`config.mk`:
```
export PLATFORM = sky130hd
export DESIGN_NAME = color_sensor_period_ratio
export DESIGN_NICKNAME = d
export VERILOG_FILES = /design/src/csp_pkg.sv /design/src/csp_div.sv /design/src/color_sensor_period_ratio.sv
export SDC_FILE = /design/constraint.sdc
export NUM_CORES = 1
export LEC_CHECK = 0
export BUFFER_PORTS_ARGS = -buffer_cell sky130_fd_sc_hd__buf_2
export CAP_MARGIN = 0
export CELL_PAD_IN_SITES_DETAIL_PLACEMENT = 0
export CELL_PAD_IN_SITES_GLOBAL_PLACEMENT = 2
export CORE_UTILIZATION = 30
export CTS_CLUSTER_DIAMETER = 30
export DETAILED_ROUTE_END_ITERATION = 8
export PLACE_DENSITY = 0.72
export SLEW_MARGIN = 20
export SYNTH_ARGS = -nofsm -noshare
export SYNTH_HDL_FRONTEND = slang
export SYNTH_SLANG_ARGS = --single-unit
```
`constraint.sdc`:
```
create_clock -name aclk -period 5.2 [get_ports aclk]
set_input_delay 1.04 -clock aclk [delete_from_list [all_inputs] [get_ports aclk]]
set_output_delay 1.04 -clock aclk [all_outputs]
set_load 0.01 [all_outputs]
```
`src/csp_pkg.sv`:
```
package csp_pkg;

    localparam int DIV_W          = 32;
    localparam int CAP_W          = 16;
    localparam int FREQ_W         = 24;
    localparam int PCT_W          = 8;
    localparam int OUT_DATA_W     = 80;

    localparam logic [FREQ_W-1:0] NUMERATOR_RESET = 24'd1020833;
    localparam logic [6:0]        PCT_SCALE       = 7'd100;
    localparam logic [PCT_W-1:0]  PCT_MAX         = 8'hFF;
    localparam logic [CAP_W-1:0]  WRAP_MAX        = 16'hFFFF;

    localparam logic [1:0] OP_OVERFLOW = 2'd0;
    localparam logic [1:0] OP_CAPTURE  = 2'd1;
    localparam logic [1:0] OP_SAMPLE   = 2'd2;

    localparam logic [1:0] FILTER_RED   = 2'd0;
    localparam logic [1:0] FILTER_BLUE  = 2'd1;
    localparam logic [1:0] FILTER_CLEAR = 2'd2;
    localparam logic [1:0] FILTER_GREEN = 2'd3;

endpackage

```
`src/csp_div.sv`:
```
// Restoring divider, one quotient bit per cycle.
module csp_div (
    input  logic                       aclk,
    input  logic                       aresetn,
    input  logic                       start,
    input  logic [csp_pkg::DIV_W-1:0]  dividend,
    input  logic [csp_pkg::DIV_W-1:0]  divisor,
    output logic                       busy,
    output logic                       done,
    output logic [csp_pkg::DIV_W-1:0]  quotient
);
    import csp_pkg::*;

    localparam int CNT_W = $clog2(DIV_W);
    localparam logic [CNT_W-1:0] CNT_LAST = CNT_W'(DIV_W - 1);

    logic [CNT_W-1:0] count_reg;
    logic             busy_reg;
    logic             done_reg;
    logic [DIV_W-1:0] rem_reg;
    logic [DIV_W-1:0] quo_reg;
    logic [DIV_W-1:0] dvs_reg;

    logic [DIV_W+1:0] trial;
    logic             q_bit;
    logic [DIV_W-1:0] rem_next;

    always_comb begin
        trial = {1'b0, rem_reg, quo_reg[DIV_W-1]} - {2'b00, dvs_reg};
        q_bit = !trial[DIV_W+1];
        if (q_bit) begin
            rem_next = trial[DIV_W-1:0];
        end else begin
            rem_next = {rem_reg[DIV_W-2:0], quo_reg[DIV_W-1]};
        end
    end

    always_ff @(posedge aclk) begin
        if (!aresetn) begin
            busy_reg  <= 1'b0;
            done_reg  <= 1'b0;
            count_reg <= '0;
        end else begin
            done_reg <= busy_reg && (count_reg == CNT_LAST);
            if (busy_reg) begin
                count_reg <= count_reg + 1'b1;
                if (count_reg == CNT_LAST) begin
                    busy_reg <= 1'b0;
                end
            end else if (start) begin
                busy_reg  <= 1'b1;
                count_reg <= '0;
            end
        end
    end

    always_ff @(posedge aclk) begin
        if (busy_reg) begin
            rem_reg <= rem_next;
            quo_reg <= {quo_reg[DIV_W-2:0], q_bit};
        end else if (start) begin
            rem_reg <= '0;
            quo_reg <= dividend;
            dvs_reg <= divisor;
        end
    end

    assign busy     = busy_reg;
    assign done     = done_reg;
    assign quotient = quo_reg;

endmodule

```
`src/color_sensor_period_ratio.sv`:
```
// Channel  | Handshake                | Payload
// s_       | s_tvalid / s_tready      | s_tdata: capture_value; s_tuser: operation
// m_       | m_tvalid / m_tready      | m_tdata: filter_code .. clear_freq;
//          |                          | m_tlast: round_done; m_tuser: div_error
// cfg_     | cfg_wr_en                | cfg_wr_data: clock_numerator
//
// Overflow and capture words are taken in S_IDLE without the divider. A sample
// word takes one pass of the shared bit-serial divider, and the green sample
// that closes a round takes four divider passes.
// Reset is synchronous, active low; the numerator returns to its default.
// s_tready is low while a sample is worked on; a result held by a stalled
// m_ side blocks only the next sample from finishing.
module color_sensor_period_ratio (
    input  logic                             aclk,
    input  logic                             aresetn,
    input  logic                             s_tvalid,
    output logic                             s_tready,
    input  logic [15:0]                      s_tdata,   // [15:0] capture_value
    input  logic [1:0]                       s_tuser,   // [1:0] operation
    output logic                             m_tvalid,
    input  logic                             m_tready,
    // [1:0] filter_code, [25:2] channel_freq, [33:26] red_pct, [41:34] green_pct,
    // [49:42] blue_pct, [73:50] clear_freq, [79:74] zero
    output logic [csp_pkg::OUT_DATA_W-1:0]   m_tdata,
    output logic                             m_tlast,   // round_done
    output logic                             m_tuser,   // div_error
    input  logic                             cfg_wr_en,
    input  logic [csp_pkg::FREQ_W-1:0]       cfg_wr_data
);
    import csp_pkg::*;

    typedef enum logic [3:0] {
        S_IDLE = 4'b0001,
        S_FREQ = 4'b0010,
        S_PCT  = 4'b0100,
        S_OUT  = 4'b1000
    } state_t;

    state_t            state_reg;
    logic [FREQ_W-1:0] numer_reg;
    logic [CAP_W-1:0]  wrap_reg;
    logic [CAP_W-1:0]  last_cap_reg;
    logic [DIV_W-1:0]  period_reg;
    logic [1:0]        filter_reg;
    logic [FREQ_W-1:0] store_reg [3];
    logic [FREQ_W-1:0] freq_reg;
    logic              err_reg;
    logic [1:0]        pct_idx_reg;
    logic [PCT_W-1:0]  pct_reg [3];

    logic                  m_tvalid_reg;
    logic [OUT_DATA_W-1:0] m_tdata_reg;
    logic                  m_tlast_reg;
    logic                  m_tuser_reg;

    logic              in_acc;
    logic              div_start;
    logic              div_busy;
    logic              div_done;
    logic [DIV_W-1:0]  div_quo;
    logic [DIV_W-1:0]  div_dividend;
    logic [DIV_W-1:0]  div_divisor;
    logic [1:0]        pct_sel;
    logic [FREQ_W-1:0] sel_chan;
    logic [30:0]       scaled_chan;
    logic [FREQ_W-1:0] freq_next;
    logic [PCT_W-1:0]  pct_next;
    logic              round_end;
    logic              clear_zero;
    logic              out_free;
    logic [PCT_W-1:0]  red_o, green_o, blue_o;
    logic [FREQ_W-1:0] clear_o;

    assign s_tready   = (state_reg == S_IDLE);
    assign in_acc     = s_tvalid && s_tready;
    assign round_end  = (filter_reg == FILTER_GREEN);
    assign clear_zero = (store_reg[2] == '0);
    assign out_free   = !m_tvalid_reg || m_tready;

    // red, green (just measured), blue
    always_comb begin
        pct_sel = (state_reg == S_PCT) ? pct_idx_reg + 2'd1 : 2'd0;
        case (pct_sel)
            2'd0:    sel_chan = store_reg[0];
            2'd1:    sel_chan = freq_reg;
            default: sel_chan = store_reg[1];
        endcase
        scaled_chan = 31'(sel_chan) * 31'(PCT_SCALE);
        if (state_reg == S_IDLE) begin
            div_dividend = DIV_W'(numer_reg);
            div_divisor  = period_reg;
        end else begin
            div_dividend = DIV_W'(scaled_chan);
            div_divisor  = DIV_W'(store_reg[2]);
        end
        div_start = (in_acc && s_tuser == OP_SAMPLE)
                 || (state_reg == S_FREQ && div_done && round_end)
                 || (state_reg == S_PCT && div_done && pct_idx_reg != 2'd2);
        freq_next = (period_reg == '0) ? '0 : div_quo[FREQ_W-1:0];
        pct_next  = (div_quo[DIV_W-1:PCT_W] != '0) ? PCT_MAX : div_quo[PCT_W-1:0];
    end

    csp_div u_div (
        .aclk     (aclk),
        .aresetn  (aresetn),
        .start    (div_start),
        .dividend (div_dividend),
        .divisor  (div_divisor),
        .busy     (div_busy),
        .done     (div_done),
        .quotient (div_quo)
    );

    always_ff @(posedge aclk) begin
        if (!aresetn) begin
            state_reg    <= S_IDLE;
            numer_reg    <= NUMERATOR_RESET;
            wrap_reg     <= '0;
            last_cap_reg <= '0;
            period_reg   <= '0;
            filter_reg   <= FILTER_RED;
            store_reg[0] <= '0;
            store_reg[1] <= '0;
            store_reg[2] <= '0;
            pct_idx_reg  <= '0;
            m_tvalid_reg <= 1'b0;
        end else begin
            if (cfg_wr_en) begin
                numer_reg <= cfg_wr_data;
            end
            if (state_reg == S_OUT && out_free) begin
                m_tvalid_reg <= 1'b1;
            end else if (m_tvalid_reg && m_tready) begin
                m_tvalid_reg <= 1'b0;
            end
            case (state_reg)
                S_IDLE: begin
                    if (in_acc) begin
                        case (s_tuser)
                            OP_OVERFLOW: begin
                                if (wrap_reg != WRAP_MAX) begin
                                    wrap_reg <= wrap_reg + 1'b1;
                                end
                            end
                            OP_CAPTURE: begin
                                period_reg   <= {wrap_reg, s_tdata - last_cap_reg};
                                last_cap_reg <= s_tdata;
                                wrap_reg     <= '0;
                            end
                            OP_SAMPLE: state_reg <= S_FREQ;
                            default: ;
                        endcase
                    end
                end
                S_FREQ: begin
                    if (div_done) begin
                        freq_reg <= freq_next;
                        err_reg  <= (period_reg == '0) || (round_end && clear_zero);
                        if (round_end) begin
                            pct_idx_reg <= '0;
                            state_reg   <= S_PCT;
                        end else begin
                            store_reg[filter_reg] <= freq_next;
                            state_reg             <= S_OUT;
                        end
                    end
                end
                S_PCT: begin
                    if (div_done) begin
                        pct_reg[pct_idx_reg] <= pct_next;
                        pct_idx_reg          <= pct_idx_reg + 2'd1;
                        if (pct_idx_reg == 2'd2) begin
                            state_reg <= S_OUT;
                        end
                    end
                end
                S_OUT: begin
                    if (out_free) begin
                        filter_reg <= filter_reg + 2'd1;
                        state_reg  <= S_IDLE;
                    end
                end
                default: state_reg <= S_IDLE;
            endcase
        end
    end

    always_comb begin
        if (round_end && !clear_zero) begin
            red_o   = pct_reg[0];
            green_o = pct_reg[1];
            blue_o  = pct_reg[2];
        end else begin
            red_o   = '0;
            green_o = '0;
            blue_o  = '0;
        end
        clear_o = round_end ? store_reg[2] : '0;
    end

    always_ff @(posedge aclk) begin
        if (state_reg == S_OUT && out_free) begin
            m_tdata_reg <= {6'b0, clear_o, blue_o, green_o, red_o, freq_reg,
                            filter_reg + 2'd1};
            m_tlast_reg <= round_end;
            m_tuser_reg <= err_reg;
        end
    end

    assign m_tvalid = m_tvalid_reg;
    assign m_tdata  = m_tdata_reg;
    assign m_tlast  = m_tlast_reg;
    assign m_tuser  = m_tuser_reg;

    a_ready_div_idle: assert property (@(posedge aclk) disable iff (!aresetn)
        s_tready |-> !div_busy)
        else $error("input ready while divider busy");

    a_done_in_work: assert property (@(posedge aclk) disable iff (!aresetn)
        div_done |-> (state_reg == S_FREQ || state_reg == S_PCT))
        else $error("divider result outside a sample");

    a_round_wraps: assert property (@(posedge aclk) disable iff (!aresetn)
        m_tvalid && m_tlast |-> m_tdata[1:0] == FILTER_RED)
        else $error("round end without filter wrap to red");

    a_err_zero_freq: assert property (@(posedge aclk) disable iff (!aresetn)
        m_tvalid && !m_tlast && m_tuser |-> m_tdata[25:2] == '0)
        else $error("zero period gave nonzero frequency");

endmodule
```
==> results.sh <==
export IMPL_post_place_setup_slack_ps=-61.7
export IMPL_vdd_ir_drop_max_mv=0.244
export IMPL_setup_slack_ps=306
export IMPL_p_leak_nw=9.99
export IMPL_row_count=95
export IMPL_final_layout_size_suffix_gt1_frac=0.160
export IMPL_synth_xor_xnor_area_share=0.0310
export IMPL_sequential_to_total_area_share_from_yosys_stat=0.535
export IMPL_globalRouteTotalUtil=0.166
export IMPL_hold_path_class="reg2reg"
export IMPL_die_outline_area_um2=68800
export IMPL_grt_use_met1=0.229
export IMPL_route_detailed_wl_per_inst_um=18.6
export IMPL_synth_compound_gate_area_share=0.103
export IMPL_most_frequent_cell_after_synthesis="sky130_fd_sc_hd__nand2_1"
export IMPL_chipWidth_um=262
export IMPL_final_cell_count_no_fill=3060
export IMPL_holdWs_ps=422
export IMPL_synth_top_area_share=0.433
export IMPL_grt_overflow_total=0
export IMPL_dieHeight_um=262
export IMPL_synthAdderAreaFrac=0.103
export IMPL_synth_seq_cells=397
export IMPL_delay_of_the_slowest_critical_path_stage_ps=470
export IMPL_maximum_number_of_pins_on_one_net_before_global_route_repair=54
export IMPL_gp_routability_congestion=0.856
export IMPL_critical_path_startpoint_type="flip-flop"
export IMPL_path_clk_slew_ps=50
export IMPL_fmaxAchievable_ghz=0.204
export IMPL_worst_path_max_delay_cell="sky130_fd_sc_hd__fa_1"
export IMPL_num_nets_final=2313
export IMPL_synth_mux_area_fraction=0.0286
export IMPL_synth_top_cell_by_area="sky130_fd_sc_hd__edfxtp_1"
export IMPL_dp_hpwl_um=42900
export IMPL_grt_setup_unrepaired="yes"
export IMPL_use_met2=0.265
export IMPL_worst_slew_pin_transition_ps=1020
export IMPL_cell_area_after_synthesis_um2=20300
export IMPL_cts_sinks=397
export IMPL_path_buf_inv=2
export IMPL_insertion_delay_ps=630
export IMPL_initialDrtViolationCount=922
export IMPL_period_minus_slack_ps=4890
export IMPL_worst_clock_skew_ps=25.1
export IMPL_critical_path_endpoint_type="flip-flop"
export IMPL_finalCoreUtilization=0.374
export IMPL_detail_route_first_pass_iterations=7
export IMPL_largest_register_ffs=74
export IMPL_cts_buffers_inserted=88
export IMPL_grt_antenna_before_repair=1
export IMPL_ctsRootBufferMaster="sky130_fd_sc_hd__clkbuf_16"
export IMPL_post_drt_via_cell_ratio=4.80
export IMPL_synthArstFlopShare=0
export IMPL_synth_lib_cells_used_distinct=64
export IMPL_synth_cells=1934
export IMPL_worst_endpoint_required_ps=5560
export IMPL_floorplan_initialDensity=0.303
export IMPL_crit_fanout=7
export IMPL_timing_slew_headroom=0.322
export IMPL_synth_edff_count=293
export IMPL_drc_errors=2
export IMPL_ctsLongestPathBuffers=3
export IMPL_syn_to_final_growth_pct=23.4
export IMPL_yosys_top_cells_count="297 x sky130_fd_sc_hd__nand2_1, 293 x sky130_fd_sc_hd__edfxtp_1, 185 x sky130_fd_sc_hd__nor2_1"
export IMPL_cp_data_arrival_time_ps=5260
export IMPL_coreArea_um2=67200
export IMPL_ys_warnings_count=0
export IMPL_global_route_peak_usage_layer="met2"
export IMPL_port_buffers=124
export IMPL_cts_htree_levels=3
export IMPL_finalSetupViolCount=0
export IMPL_post_synth_cell_area_avg_um2=10.5
export IMPL_crit_chain="inv_1 > ha_1 > nor2_2 > buf_4 > a22oi_1 > o21ai_1 > ha_1 > ha_1 > fa_1 > ha_1 > a21o_1 > a21oi_1 > o31ai_2 > a211oi_2 > a21o_1 > o21bai_1 > xor2_1 > a221o_1"
export IMPL_number_of_global_route_vias_before_repair=14700
export IMPL_combinational_family_with_the_most_area_after_synthesis="simple AND/OR/NAND/NOR gates"
export IMPL_cts_tree="yes"
export IMPL_maxCapViolCount=0
export IMPL_top_level_ports=131
export IMPL_cpLargestDelayFamily="compound AO/OA/AOI/OAI gates"
export IMPL_detail_route_wirelength_um=57000
export IMPL_grt_first_pass_wirelength_um=88100
export IMPL_final_hold_violation_count=0
export IMPL_postRouteAntennaNets=0
export IMPL_timing_max_transition_violations_final=0
export IMPL_grt_util_met3=0.0275
export IMPL_failed_checks="DRC"
export IMPL_status="finished with violations"
export IMPL_netlist_top_cells_area="sky130_fd_sc_hd__edfxtp_1 43%, sky130_fd_sc_hd__dfxtp_1 10%, sky130_fd_sc_hd__ha_1 8.2%"
export IMPL_power_per_cell_area_nw_per_um2=461
export IMPL_placed_cells_incl_taps=2893
export IMPL_timing_worst_setup_path_type="reg2reg"
export IMPL_synthFlopType="sky130_fd_sc_hd__edfxtp_1"
export IMPL_synth_simple_gate_area_frac=0.161
export IMPL_cts_hold_buffers=0
export IMPL_vias=14700
export IMPL_cp_common_cell="sky130_fd_sc_hd__ha_1"
export IMPL_period_share=0.941
-- logic make-up after synthesis --
kind of cell | after synthesis
AND/OR/NAND/NOR | 717
flip-flops | 397
multiplexers | 58
adder cells (fa/ha/maj) | 154
other | 1
AO/OA/AOI/OAI | 338
buffers and inverters | 197
XOR/XNOR | 72
-- layer usage --
| layer | vias to the layer above | wire length, µm |
|---|---|---|
| met5 | - | 0 |
| met4 | 0 | 1010 |
| met3 | 72 | 2660 |
| met2 | 361 | 26400 |
| met1 | 7058 | 27000 |
| li1 | 7207 | - |
-- power breakdown --
part	switching, W	total, W	internal (W)
logic	0.00150	0.00234	0.000845
registers	0.000141	0.00383	0.00369
clock network	0.00185	0.00540	0.00355
total	0.00349	0.0116	0.00808
-- cell usage in the layout, fill, tap and decap left out, drive strengths merged, types with 17 or more instances in the layout --
cell type and count:
nand2 298, edfxtp 293, nor2 185, buf 170
ha 133, inv 124, a21oi 120, dfxtp 104
clkbuf 103, o21ai 73, and2 65, mux2i 57
xor2 38, xnor2 34, clkinv 33, a21o 27
a22oi 26, nand3 26, nor4 23, fa 21
and3 19, nor3 18, or3 17
-- final cells by class --
cell class              count  area (µm²)
multi-input cells        1345        8780
diodes                      1        2.50
clock inverters            61         619
inverters                 110         414
repair buffers            170         996
clock buffers             103        2310
well taps                 873        1090
fillers                  6654       42100
flip-flops and latches    397       10900
-- per-stage QoR --
step	cell area [µm²]	power (W)	setup TNS, ps
finish	25100	0.0116	0
global route	25100	0.0121	0
CTS	25000	0.0117	0
detailed placement	22100	0.00620	-149
global placement	22100	0.00620	0
floorplan	20300	0.00547	0
-- worst paths after layout --
| path | from | to | slack, ps | depth (start not counted) |
|---|---|---|---|---|
| worst min register to register | err_reg | m_tuser | 420 | 0 |
| worst max register to register | pct_idx_reg[1] | u_div.quotient[23] | 310 | 18 |
| worst min-delay path | err_reg | m_tuser | 420 | 0 |
| worst max-delay path | pct_idx_reg[1] | u_div.quotient[23] | 310 | 18 |
-- timing repair --
item                       4_1_cts  5_1_grt
setup endpoints to repair        4       14
gates cloned                     0        1
buffers inserted                 0        1
pin swaps                        0        1
resized for setup                4       33
No activity file was read; power rests on OpenSTA's default activity.
